**config.mk**
```make
export PLATFORM = sky130hd
export DESIGN_NAME = interval_merge_flat
export DESIGN_NICKNAME = d
export VERILOG_FILES = /design/src/hdl/imr_pkg.sv /design/src/hdl/imr_if.sv /design/src/hdl/imr_cell.sv /design/src/hdl/imr_sweep.sv /design/src/hdl/interval_merge.sv /design/src/flat_wrapper.sv
export SDC_FILE = /design/constraint.sdc
export NUM_CORES = 2
export LEC_CHECK = 0
export BUFFER_PORTS_ARGS = -buffer_cell sky130_fd_sc_hd__buf_2
export CORE_UTILIZATION = 50
export DETAILED_ROUTE_END_ITERATION = 8
export GPL_TIMING_DRIVEN = 0
export PLACE_DENSITY = 0.61
export SETUP_SLACK_MARGIN = 0.02
export SYNTH_ARGS = -nofsm -noshare
export SYNTH_HDL_FRONTEND = slang
export SYNTH_SLANG_ARGS = --single-unit
```
**constraint.sdc**
```tcl
create_clock -name clk -period 19.6 [get_ports clk]
set_input_delay 2.94 -clock clk [delete_from_list [all_inputs] [get_ports clk]]
set_output_delay 2.94 -clock clk [all_outputs]
set_load 0.01 [all_outputs]
```
**src/hdl/imr_pkg.sv**
```systemverilog
// Shared types, sizes and the compare helper for the interval merge block.
`default_nettype none

package imr_pkg;

  localparam int CAPACITY    = 32;
  localparam int VALUE_WIDTH = 16;

  // Sweep states
  localparam logic ST_LOAD  = 1'b0;
  localparam logic ST_SWEEP = 1'b1;

  typedef struct packed {
    logic [VALUE_WIDTH-1:0] lo;
    logic [VALUE_WIDTH-1:0] hi;
  } span_t;

  // What one cell shows its neighbors
  typedef struct packed {
    logic  valid;
    logic  lt;     // incoming key sorts ahead of this cell's contents, or the cell is empty
    span_t span;
  } link_t;

  // Broadcast to every cell of the row
  typedef struct packed {
    logic  ins;
    logic  pop;
    span_t key;
  } cell_ctl_t;

  localparam link_t NO_LINK = '{valid: 1'b0, lt: 1'b0, span: '0};

  // Order by start, then by end, both signed ascending
  function automatic logic span_before(input span_t a, input span_t b);
    logic lo_lt;
    logic lo_eq;
    logic hi_lt;
    lo_lt = $signed(a.lo) < $signed(b.lo);
    lo_eq = a.lo == b.lo;
    hi_lt = $signed(a.hi) < $signed(b.hi);
    return lo_lt || (lo_eq && hi_lt);
  endfunction

endpackage

`default_nettype wire

```
**src/hdl/imr_if.sv**
```systemverilog
// Request channel interfaces: interval input and merged result output.
`default_nettype none

interface imr_in_if
  import imr_pkg::*;
();
  logic                          valid;
  logic                          ready;
  logic signed [VALUE_WIDTH-1:0] interval_start;
  logic signed [VALUE_WIDTH-1:0] interval_end;
  logic                          last_interval;

  modport source (output valid, output interval_start, output interval_end,
                  output last_interval, input ready);
  modport sink   (input valid, input interval_start, input interval_end,
                  input last_interval, output ready);
endinterface

interface imr_out_if
  import imr_pkg::*;
();
  logic                          valid;
  logic                          ready;
  logic signed [VALUE_WIDTH-1:0] merged_start;
  logic signed [VALUE_WIDTH-1:0] merged_end;
  logic                          final_result;
  logic                          overflow_flag;

  modport source (output valid, output merged_start, output merged_end,
                  output final_result, output overflow_flag, input ready);
  modport sink   (input valid, input merged_start, input merged_end,
                  input final_result, input overflow_flag, output ready);
endinterface

`default_nettype wire

```
**src/hdl/imr_cell.sv**
```systemverilog
// One cell of the sorting row: holds one interval, inserts or shifts.
`default_nettype none

module imr_cell
  import imr_pkg::*;
(
  input  wire logic      clk,
  input  wire logic      rst_n,
  input  wire cell_ctl_t ctl,
  input  wire link_t     prev_link,
  input  wire link_t     next_link,
  output link_t          link
);

  span_t span_r, span_nxt;
  logic  valid_r, valid_nxt;
  logic  lt;

  assign lt = !valid_r || span_before(ctl.key, span_r);

  always_comb begin
    span_nxt  = span_r;
    valid_nxt = valid_r;
    priority if (ctl.pop) begin
      span_nxt  = next_link.span;
      valid_nxt = next_link.valid;
    end else if (ctl.ins) begin
      // row stays sorted: the cell where the key lands and all after it move down
      if (prev_link.lt) begin
        span_nxt  = prev_link.span;
        valid_nxt = prev_link.valid;
      end else if (lt) begin
        span_nxt  = ctl.key;
        valid_nxt = 1'b1;
      end
    end
  end

  always_ff @(posedge clk) begin
    if (!rst_n) begin
      valid_r <= 1'b0;
    end else begin
      valid_r <= valid_nxt;
    end
  end

  always_ff @(posedge clk) begin
    span_r <= span_nxt;
  end

  assign link.valid = valid_r;
  assign link.lt    = lt;
  assign link.span  = span_r;

endmodule

`default_nettype wire

```
**src/hdl/imr_sweep.sv**
```systemverilog
// Sweep unit: pops sorted intervals from the row head, merges, emits results.
`default_nettype none

module imr_sweep
  import imr_pkg::*;
(
  input  wire logic   clk,
  input  wire logic   rst_n,
  input  wire logic   in_acc,
  input  wire logic   in_last,
  input  wire logic   full,
  input  wire link_t  head,
  output logic        load_phase,
  output logic        pop,
  imr_out_if.source   out_ch
);

  logic  state_r, state_nxt;
  logic  dropped_r, dropped_nxt;
  logic  ovf_r, ovf_nxt;
  logic  have_cur_r, have_cur_nxt;
  span_t cur_r, cur_nxt;
  logic  out_valid_r, out_valid_nxt;
  span_t out_span_r, out_span_nxt;
  logic  out_final_r, out_final_nxt;
  logic  out_ovf_r, out_ovf_nxt;

  logic slot_free;
  logic step;
  logic head_joins;
  logic emit;
  logic emit_final;

  assign slot_free  = !out_valid_r || out_ch.ready;
  assign step       = (state_r == ST_SWEEP) && slot_free;
  assign head_joins = $signed(head.span.lo) <= $signed(cur_r.hi);
  assign load_phase = state_r == ST_LOAD;

  always_comb begin
    state_nxt    = state_r;
    dropped_nxt  = dropped_r;
    ovf_nxt      = ovf_r;
    have_cur_nxt = have_cur_r;
    cur_nxt      = cur_r;
    pop          = 1'b0;
    emit         = 1'b0;
    emit_final   = 1'b0;
    if (step) begin
      if (head.valid) begin
        pop = 1'b1;
        if (!have_cur_r) begin
          cur_nxt      = head.span;
          have_cur_nxt = 1'b1;
        end else if (head_joins) begin
          if ($signed(head.span.hi) > $signed(cur_r.hi)) begin
            cur_nxt.hi = head.span.hi;
          end
        end else begin
          emit    = 1'b1;
          cur_nxt = head.span;
        end
      end else begin
        // row drained: close the open merged interval
        emit         = 1'b1;
        emit_final   = 1'b1;
        have_cur_nxt = 1'b0;
        state_nxt    = ST_LOAD;
      end
    end else if ((state_r == ST_LOAD) && in_acc) begin
      dropped_nxt = dropped_r | full;
      if (in_last) begin
        state_nxt   = ST_SWEEP;
        ovf_nxt     = dropped_r | full;
        dropped_nxt = 1'b0;
      end
    end
  end

  always_comb begin
    out_valid_nxt = out_valid_r;
    out_span_nxt  = out_span_r;
    out_final_nxt = out_final_r;
    out_ovf_nxt   = out_ovf_r;
    if (emit) begin
      out_valid_nxt = 1'b1;
      out_span_nxt  = cur_r;
      out_final_nxt = emit_final;
      out_ovf_nxt   = ovf_r;
    end else if (out_ch.ready) begin
      out_valid_nxt = 1'b0;
    end
  end

  always_ff @(posedge clk) begin
    if (!rst_n) begin
      state_r     <= ST_LOAD;
      dropped_r   <= 1'b0;
      have_cur_r  <= 1'b0;
      out_valid_r <= 1'b0;
    end else begin
      state_r     <= state_nxt;
      dropped_r   <= dropped_nxt;
      have_cur_r  <= have_cur_nxt;
      out_valid_r <= out_valid_nxt;
    end
  end

  always_ff @(posedge clk) begin
    ovf_r       <= ovf_nxt;
    cur_r       <= cur_nxt;
    out_span_r  <= out_span_nxt;
    out_final_r <= out_final_nxt;
    out_ovf_r   <= out_ovf_nxt;
  end

  assign out_ch.valid         = out_valid_r;
  assign out_ch.merged_start  = $signed(out_span_r.lo);
  assign out_ch.merged_end    = $signed(out_span_r.hi);
  assign out_ch.final_result  = out_final_r;
  assign out_ch.overflow_flag = out_ovf_r;

`ifndef SYNTH
  a_close_has_open: assert property (@(posedge clk) disable iff (!rst_n)
    (step && !head.valid) |-> have_cur_r)
    else $error("closing a set with no open merged interval");

  a_head_sorted: assert property (@(posedge clk) disable iff (!rst_n)
    ((state_r == ST_SWEEP) && head.valid && have_cur_r)
      |-> ($signed(head.span.lo) >= $signed(cur_r.lo)))
    else $error("row head sorts ahead of the open merged interval");

  a_final_ends_sweep: assert property (@(posedge clk) disable iff (!rst_n)
    (emit && emit_final) |=> ((state_r == ST_LOAD) && !have_cur_r))
    else $error("sweep did not return to load after the final result");
`endif

endmodule

`default_nettype wire

```
**src/hdl/interval_merge.sv**
```systemverilog
// Interval merge top level: sorting cell row plus sweep unit.
//
// Intervals enter one per cycle into a row of CAPACITY cells that keeps
// them sorted by start, then end, as they arrive. The item marked last
// starts the sweep: the row shifts one interval per cycle into the merge
// unit while the result side is not stalling, and no input is taken during
// that sweep. Results are registered; loading of the next set begins while
// the final result still waits. Intervals past CAPACITY are dropped and
// every result of that set carries overflow_flag.
`default_nettype none

module interval_merge
  import imr_pkg::*;
(
  input  wire logic clk,
  input  wire logic rst_n,
  imr_in_if.sink    in_ch,
  imr_out_if.source out_ch
);

  link_t             cell_link [CAPACITY];
  logic [CAPACITY-1:0] cell_valid;
  cell_ctl_t         ctl;
  logic              in_acc;
  logic              full;
  logic              load_phase;
  logic              pop;

  assign in_acc   = in_ch.valid && in_ch.ready;
  assign full     = cell_valid[CAPACITY-1];
  assign in_ch.ready = load_phase;

  assign ctl.ins    = in_acc && !full;
  assign ctl.pop    = pop;
  assign ctl.key.lo = in_ch.interval_start;
  assign ctl.key.hi = in_ch.interval_end;

  for (genvar i = 0; i < CAPACITY; i++) begin : g_cell
    link_t prev_link;
    link_t next_link;

    if (i == 0) begin : g_first
      assign prev_link = NO_LINK;
    end else begin : g_mid
      assign prev_link = cell_link[i-1];
    end

    if (i == CAPACITY - 1) begin : g_last
      assign next_link = NO_LINK;
    end else begin : g_inner
      assign next_link = cell_link[i+1];
    end

    imr_cell u_cell (
      .clk       (clk),
      .rst_n     (rst_n),
      .ctl       (ctl),
      .prev_link (prev_link),
      .next_link (next_link),
      .link      (cell_link[i])
    );

    assign cell_valid[i] = cell_link[i].valid;
  end

  imr_sweep u_sweep (
    .clk        (clk),
    .rst_n      (rst_n),
    .in_acc     (in_acc),
    .in_last    (in_ch.last_interval),
    .full       (full),
    .head       (cell_link[0]),
    .load_phase (load_phase),
    .pop        (pop),
    .out_ch     (out_ch)
  );

`ifndef SYNTH
  a_valid_prefix: assert property (@(posedge clk) disable iff (!rst_n)
    (cell_valid & (cell_valid + CAPACITY'(1))) == '0)
    else $error("occupied cells are not a contiguous run from the head");

  a_head_order: assert property (@(posedge clk) disable iff (!rst_n)
    cell_link[1].valid |-> !span_before(cell_link[1].span, cell_link[0].span))
    else $error("row head is not the smallest interval");
`endif

endmodule

`default_nettype wire

```
**src/flat_wrapper.sv**
```systemverilog
// flat-port wrapper written by rule: the top's interface ports become plain ports
module interval_merge_flat import imr_pkg::*;
  (clk, rst_n, in_ch_valid, in_ch_interval_start, in_ch_interval_end, in_ch_last_interval, in_ch_ready, out_ch_valid, out_ch_merged_start, out_ch_merged_end, out_ch_final_result, out_ch_overflow_flag, out_ch_ready);
  imr_in_if in_ch_i ();
  imr_out_if out_ch_i ();
  input  wire logic clk;
  input  wire logic rst_n;
  input wire logic [$bits(in_ch_i.valid)-1:0] in_ch_valid;
  input wire logic [$bits(in_ch_i.interval_start)-1:0] in_ch_interval_start;
  input wire logic [$bits(in_ch_i.interval_end)-1:0] in_ch_interval_end;
  input wire logic [$bits(in_ch_i.last_interval)-1:0] in_ch_last_interval;
  output wire logic [$bits(in_ch_i.ready)-1:0] in_ch_ready;
  output wire logic [$bits(out_ch_i.valid)-1:0] out_ch_valid;
  output wire logic [$bits(out_ch_i.merged_start)-1:0] out_ch_merged_start;
  output wire logic [$bits(out_ch_i.merged_end)-1:0] out_ch_merged_end;
  output wire logic [$bits(out_ch_i.final_result)-1:0] out_ch_final_result;
  output wire logic [$bits(out_ch_i.overflow_flag)-1:0] out_ch_overflow_flag;
  input wire logic [$bits(out_ch_i.ready)-1:0] out_ch_ready;
  assign in_ch_i.valid = in_ch_valid;
  assign in_ch_i.interval_start = in_ch_interval_start;
  assign in_ch_i.interval_end = in_ch_interval_end;
  assign in_ch_i.last_interval = in_ch_last_interval;
  assign in_ch_ready = in_ch_i.ready;
  assign out_ch_valid = out_ch_i.valid;
  assign out_ch_merged_start = out_ch_i.merged_start;
  assign out_ch_merged_end = out_ch_i.merged_end;
  assign out_ch_final_result = out_ch_i.final_result;
  assign out_ch_overflow_flag = out_ch_i.overflow_flag;
  assign out_ch_i.ready = out_ch_ready;
  interval_merge u_core (.clk(clk), .rst_n(rst_n), .in_ch(in_ch_i), .out_ch(out_ch_i));
endmodule
```
Yosys cells after proc, flatten, opt, wreduce, memory -nomap -nowiden
Cells that the tools add are included.

Bits in registers: 1127. Input bits: 37. Output and inout bits: 36.

$lt $le $gt $ge: 66. Equality and inequality tests: 35. Mux-type cells: 268. Bitwise gates (word level): 4. Reductions and logical operators: 208.

Operators with widths (count): 32-bit 2-to-1 mux (126); 16-bit < comparator (64); 16-bit equality test (32); 1-bit 2-to-1 mux (139); 3-bit nonzero test (30); 2-bit AND reduction (33); 1-bit logical OR (65); 16-bit 2-to-1 mux (3); 1-bit logical AND (36); 1-bit logical NOT (33); 16-bit > comparator (1); 16-bit <= comparator (1); 3-bit AND reduction (4); 2-bit nonzero test (6); 2-bit inequality test (second input constant) (2); 3-bit by 2-bit inequality test with 1-bit output (second input constant) (1); 1-bit NOT (3); 2-bit OR reduction (1); 1-bit bitwise OR (1).

Logic depth before layout (Yosys ltp)
Depth in word-level cells: 8. Mapped depth: 15. Mapped depth without buffers: 11.

Modules after synthesis
From an unflattened synthesis, not the netlist that was laid out.

Cell total of the unflattened synthesis: 8615. Area total of the unflattened synthesis: 83978.0 µm².

Modules (own cells, without submodules): imr_cell at u_core.g_cell[0].u_cell ... (instances 26, cells each 263, area an instance 2534.9 µm², sequential area each 980.9 µm²); imr_cell at u_core.g_cell[5].u_cell ... (instances 5, cells each 263, area an instance 2494.9 µm², sequential area each 980.9 µm²); imr_sweep (instances 1, cells each 195, area an instance 3055.4 µm², sequential area each 2092.0 µm²); imr_cell at u_core.g_cell[4].u_cell (instances 1, cells each 264, area an instance 2521.2 µm², sequential area each 980.9 µm²); interval_merge (instances 1, cells each 3, area an instance 18.8 µm², sequential area each 0.0 µm²).

Worst setup path after synthesis
No wires, ideal clock.

Path type: in2reg. Start: input port in_ch_interval_start[0]. End: register u_core.g_cell[4].u_cell.span_r (netlist bit u_core.g_cell[4].u_cell.link[0]), enable pin. Arrival time: 7.826 ns. Path slack: 11.308 ns. Cell stages on the path: 13. Path buffers: 2. Cell sequence: clkbuf_1 clkbuf_1 inv_1 ha_1 nor2b_1 o21a_1 o21ai_0 nand2b_1 a2111oi_1 mux2i_1 a211oi_4 nor2b_1 o21ai_0.

Word-level cells in the longest chain between the ends: 6. Elaborated cells between the ends (all ways): 12. Those cells by class: order compare: 2; eq/ne: 2; reduce/logical: 8.

Ends and longest elaborated chain: start, declared (line flat_wrapper.sv:9) `input wire logic [$bits(in_ch_i.interval_start)-1:0] in_ch_interval_start;`; branches (longest 4 deep; another with 16-bit < comparator); 3-bit nonzero test (no source line) *; 2-bit AND reduction (no source line) *; end signal, assigned (line imr_cell.sv:48) `span_r <= span_nxt;`; end, declared (line imr_cell.sv:15) `span_t span_r, span_nxt;`.

Every way passes the cells marked *. A chain may end at the register's enable or synchronous reset.

Worst setup path after layout
Start: input port in_ch_interval_start[0]. End: register u_core.g_cell[7].u_cell.span_r (netlist bit u_core.g_cell[7].u_cell.link[26]), enable pin.

Word-level cells in the longest chain between the ends: 6. Elaborated cells between the ends (all ways): 12. Those cells by class: order compare: 2; eq/ne: 2; reduce/logical: 8.

Ends and longest elaborated chain (line): branches (longest 4 deep; another with 16-bit < comparator); 3-bit nonzero test (no source line) *; 2-bit AND reduction (no source line) *; end signal, assigned (imr_cell.sv:48); end, declared (imr_cell.sv:15).

Marked as above.

==> results by group <==
Outcome
  – Status: finished with violations
  – Failing checks: max-capacitance violations, max-slew violations

Pwr
  – Clock Power Share: 33.0%
  – Lkg Pwr: 37.4 nW
  – Switching Share: 33.6%
  – Internal: 5.40 mW
  – Register share of total power: 42.1%
  – Pwr Density: 92.6 nW/um2
  – Logic gate share of total power: 24.9%
  – VDD IR max: 0.0967 mV
  – Switching pwr: 2.74 mW

Timing
  – Worst-margin pin slew: 1.58 ns
  – RSZ-0062 raised after global routing: no
  – Final period utilization: 49.1%
  – Post-route minimum period: 9.61 ns
  – Clock skew: 0.0322 ns
  – Max Fclk: 104 MHz
  – Max transition margin: -5.63%
  – Slew Viols, Final: 180
  – # setup viols final: 0
  – Final Hold Viols: 0
  – Setup TNS: 0 ns

Cells and area
  – Share of cells above drive strength 1: 5.22%
  – Post-Route Utilization: 56.0%
  – Area delta synth->final: 10.5%
  – Most frequent cells in the layout: 1059 x edfxtp_1, 1028 x inv_1, 993 x ha_1
  – Final std cells w/o fill: 10661
  – Commonest non-fill, non-tap cell in the layout: edfxtp_1
  – Nets@finish: 9506

Drt
  – # DRC: 0
  – DR vias/cell: 6.42
  – Routed wire per std cell: 30.8 um
  – Total Wirelength: 329000 um
  – Vias: 68489
  – Initial drt markers: 8430
  – Pre-Repair DR Iteration Count: 8
  – Detail Route Antenna Nets: 0

Floorplanning
  – Die area: 161000 um2
  – Initial core utilization: 50.6%
  – Core footprint: 157000 um2
  – Rows: 145
  – Die X: 401 um
  – IO Pins: 73
  – Die Y: 401 um

Synthesis
  – Mapped Nets: 9272
  – Synth Cell Area: 79500 um2
  – Synth warn: 0
  – Number of synthesized flops with an enable pin: 1059
  – Instance count of the mapped netlist: 8242
  – Yosys top cell by area: edfxtp_1
  – Yosys top cell area share: 40.0%
  – Synth top area cells: edfxtp_1 40%, ha_1 16%, mux2i_1 7.9%, inv_1 4.9%, nand2_1 4.4%
  – Syn Area/Cell: 9.64 um2
  – Async S/R FF share, synth: 0%
  – Main synth FF type: edfxtp_1
  – #FFs+latches synth: 1127
  – Netlist cell types: 77
  – Seq/Total Area, Yosys: 41.7%

Worst hold path
  – Worst min path class: reg2reg

CTS
  – CTS tree: built
  – Total CTS buffers: 141
  – CTS Hold Buffers Added: 0
  – Clock root buffer: clkbuf_16
  – CTS Buffer Depth: 3
  – H-tree levels: 4
  – Post-CTS resize count: 0
  – Sink Count: 1127
  – Postcts setup bufs: 0
  – CTS clk-pin slew, worst paths: 0.05 ns
  – Clk_lat worst skew: 0.81 ns

Global routing
  – Initial antenna violation count: 17
  – GRT overflow: 0
  – Largest net degree at the start of global routing: 37
  – First-pass GRT wire length: 459000 um
  – Gr usage total: 39.8%
  – Vias in the first global route: 65948

Worst setup path
  – Worst path arrival time: 10.02 ns
  – Maximum fanout along the worst path: 32
  – CP required: 20.00 ns
  – Crit Path Class: in2reg
  – CP Capture Type: register
  – Critical path launch point type: input port

Placed design
  – Port Buffer Count: 70
  – Placed cells: 10391
  – Dpl hpwl: 250000 um
  – Gpl congestion: 1.03

Flow run
  – Max-Cap Viols: 7
-- logic make-up (layout without fill, tap and decap cells) --
family	after synthesis	after routing	synth area share, %
buffers and inverters	1505	1852	7.31
and+or+nand+nor	1977	1977	11.3
DFF	1127	1127	41.7
muxes	637	637	8.03
xor gates and xnor gates	3	3	0.0331
AOI/OAI and AO/OA	2000	2000	15.9
adders and majority gates	993	993	15.6
other	0	14	0
-- per-layer routing --
metal	global-route usage (%)	part of all wire, %	vias to the layer above
met1	49.8	38	32898
met2	60.6	43	4082
met4	31.6	9.1	2
li1	-	-	30520
met5	0	0.0027	-
met3	7.10	9.4	987
-- worst paths after layout --
check | startpoint | to | slack, ns | depth (start not counted)
setup / recovery | in_ch_interval_start[0] | u_core.g_cell[7].u_cell.link[26]$_DFFE_PP_ | 9.99 | 16
hold / removal | u_core.u_sweep.cur_r[25]$_DFFE_PP_ | u_core.u_sweep.out_ch.merged_start[9]$_DFFE_PP_ | 0.42 | 0
setup reg to reg | u_core.g_cell[0].u_cell.valid_r$_SDFFE_PN0P_ | u_core.g_cell[29].u_cell.link[8]$_DFFE_PP_ | 13.34 | 9
hold reg to reg | u_core.u_sweep.cur_r[25]$_DFFE_PP_ | u_core.u_sweep.out_ch.merged_start[9]$_DFFE_PP_ | 0.42 | 0
-- power groups by stage --
| stage | registers, mW | logic (mW) | clock network, mW |
|---|---|---|---|
| after CTS | 3.41 | 1.97 | 2.68 |
| after global placement | 3.47 | 1.84 | 0 |
| final | 3.43 | 2.02 | 2.68 |
| after floorplan | 3.32 | 1.29 | 0 |
| after detailed placement | 3.46 | 1.96 | 0 |
| after global routing | 3.45 | 2.21 | 2.76 |
-- final cells by class --
type	count	area, um2
inverters	1029	3860
diodes	14	35.0
fillers	14063	69100
repair buffers	91	893
well taps	2058	2570
plain buffers	476	1960
clock buffers	182	3890
multi-input cells	5610	40700
flip-flops and latches	1127	33200
clock inverters	74	749
-- per-stage QoR --
stage	total power [mW]	cell area, um2	hold WS (ns)	setup WS, ns
2_1_floorplan	4.60	79500	0.400	11.31
5_1_grt	8.42	87800	0.424	10.16
3_5_place_dp	5.42	83200	0.405	9.56
6_report	8.14	87900	0.417	9.99
3_3_place_gp	5.31	82400	0.401	6.02
4_1_cts	8.05	87800	0.417	10.38
-- sequential cells by signal (all words and copies together), names as in the netlist, 16 cells and up --
register                            cells
u_core.u_sweep.out_ch.merged_end       16
u_core.u_sweep.cur_r                   32
u_core.g_cell.u_cell.valid_r           32
u_core.g_cell.u_cell.link            1024
u_core.u_sweep.out_ch.merged_start     16
-- worst max-delay path, stage by stage --
cell      delay, ns
clkbuf_1       0.95
clkbuf_1       1.20
inv_2          0.66
buf_12         0.36
ha_1           0.23
nor2b_1        0.10
o211ai_1       0.09
a21oi_1        0.15
o21ai_0        0.11
nor3b_1        0.18
mux2i_1        0.26
a311o_1        0.46
clkbuf_1       0.50
clkbuf_1       0.78
o21ai_0        0.22
nand2_2        0.72
-- synth_stat cells (18+ instances only) --
master / instances
edfxtp_1: 1059
inv_1: 1029
ha_1: 993
nand2_1: 924
mux2i_1: 631
o21ai_0: 544
a21oi_1: 398
clkbuf_1: 359
nand3_1: 335
nor2_1: 275
a21o_1: 265
o221ai_1: 244
o21ai_1: 176
nand4_1: 168
dfxtp_1: 68
a22oi_1: 62
nor2b_1: 62
buf_2: 61
nand2b_1: 51
nor3_1: 47
o211ai_1: 46
o21a_1: 41
a31oi_1: 37
buf_1: 36
a211oi_1: 35
o22ai_1: 35
and4_1: 25
o211a_1: 21
a2111oi_0: 18
(Power assumes the default switching activity.)
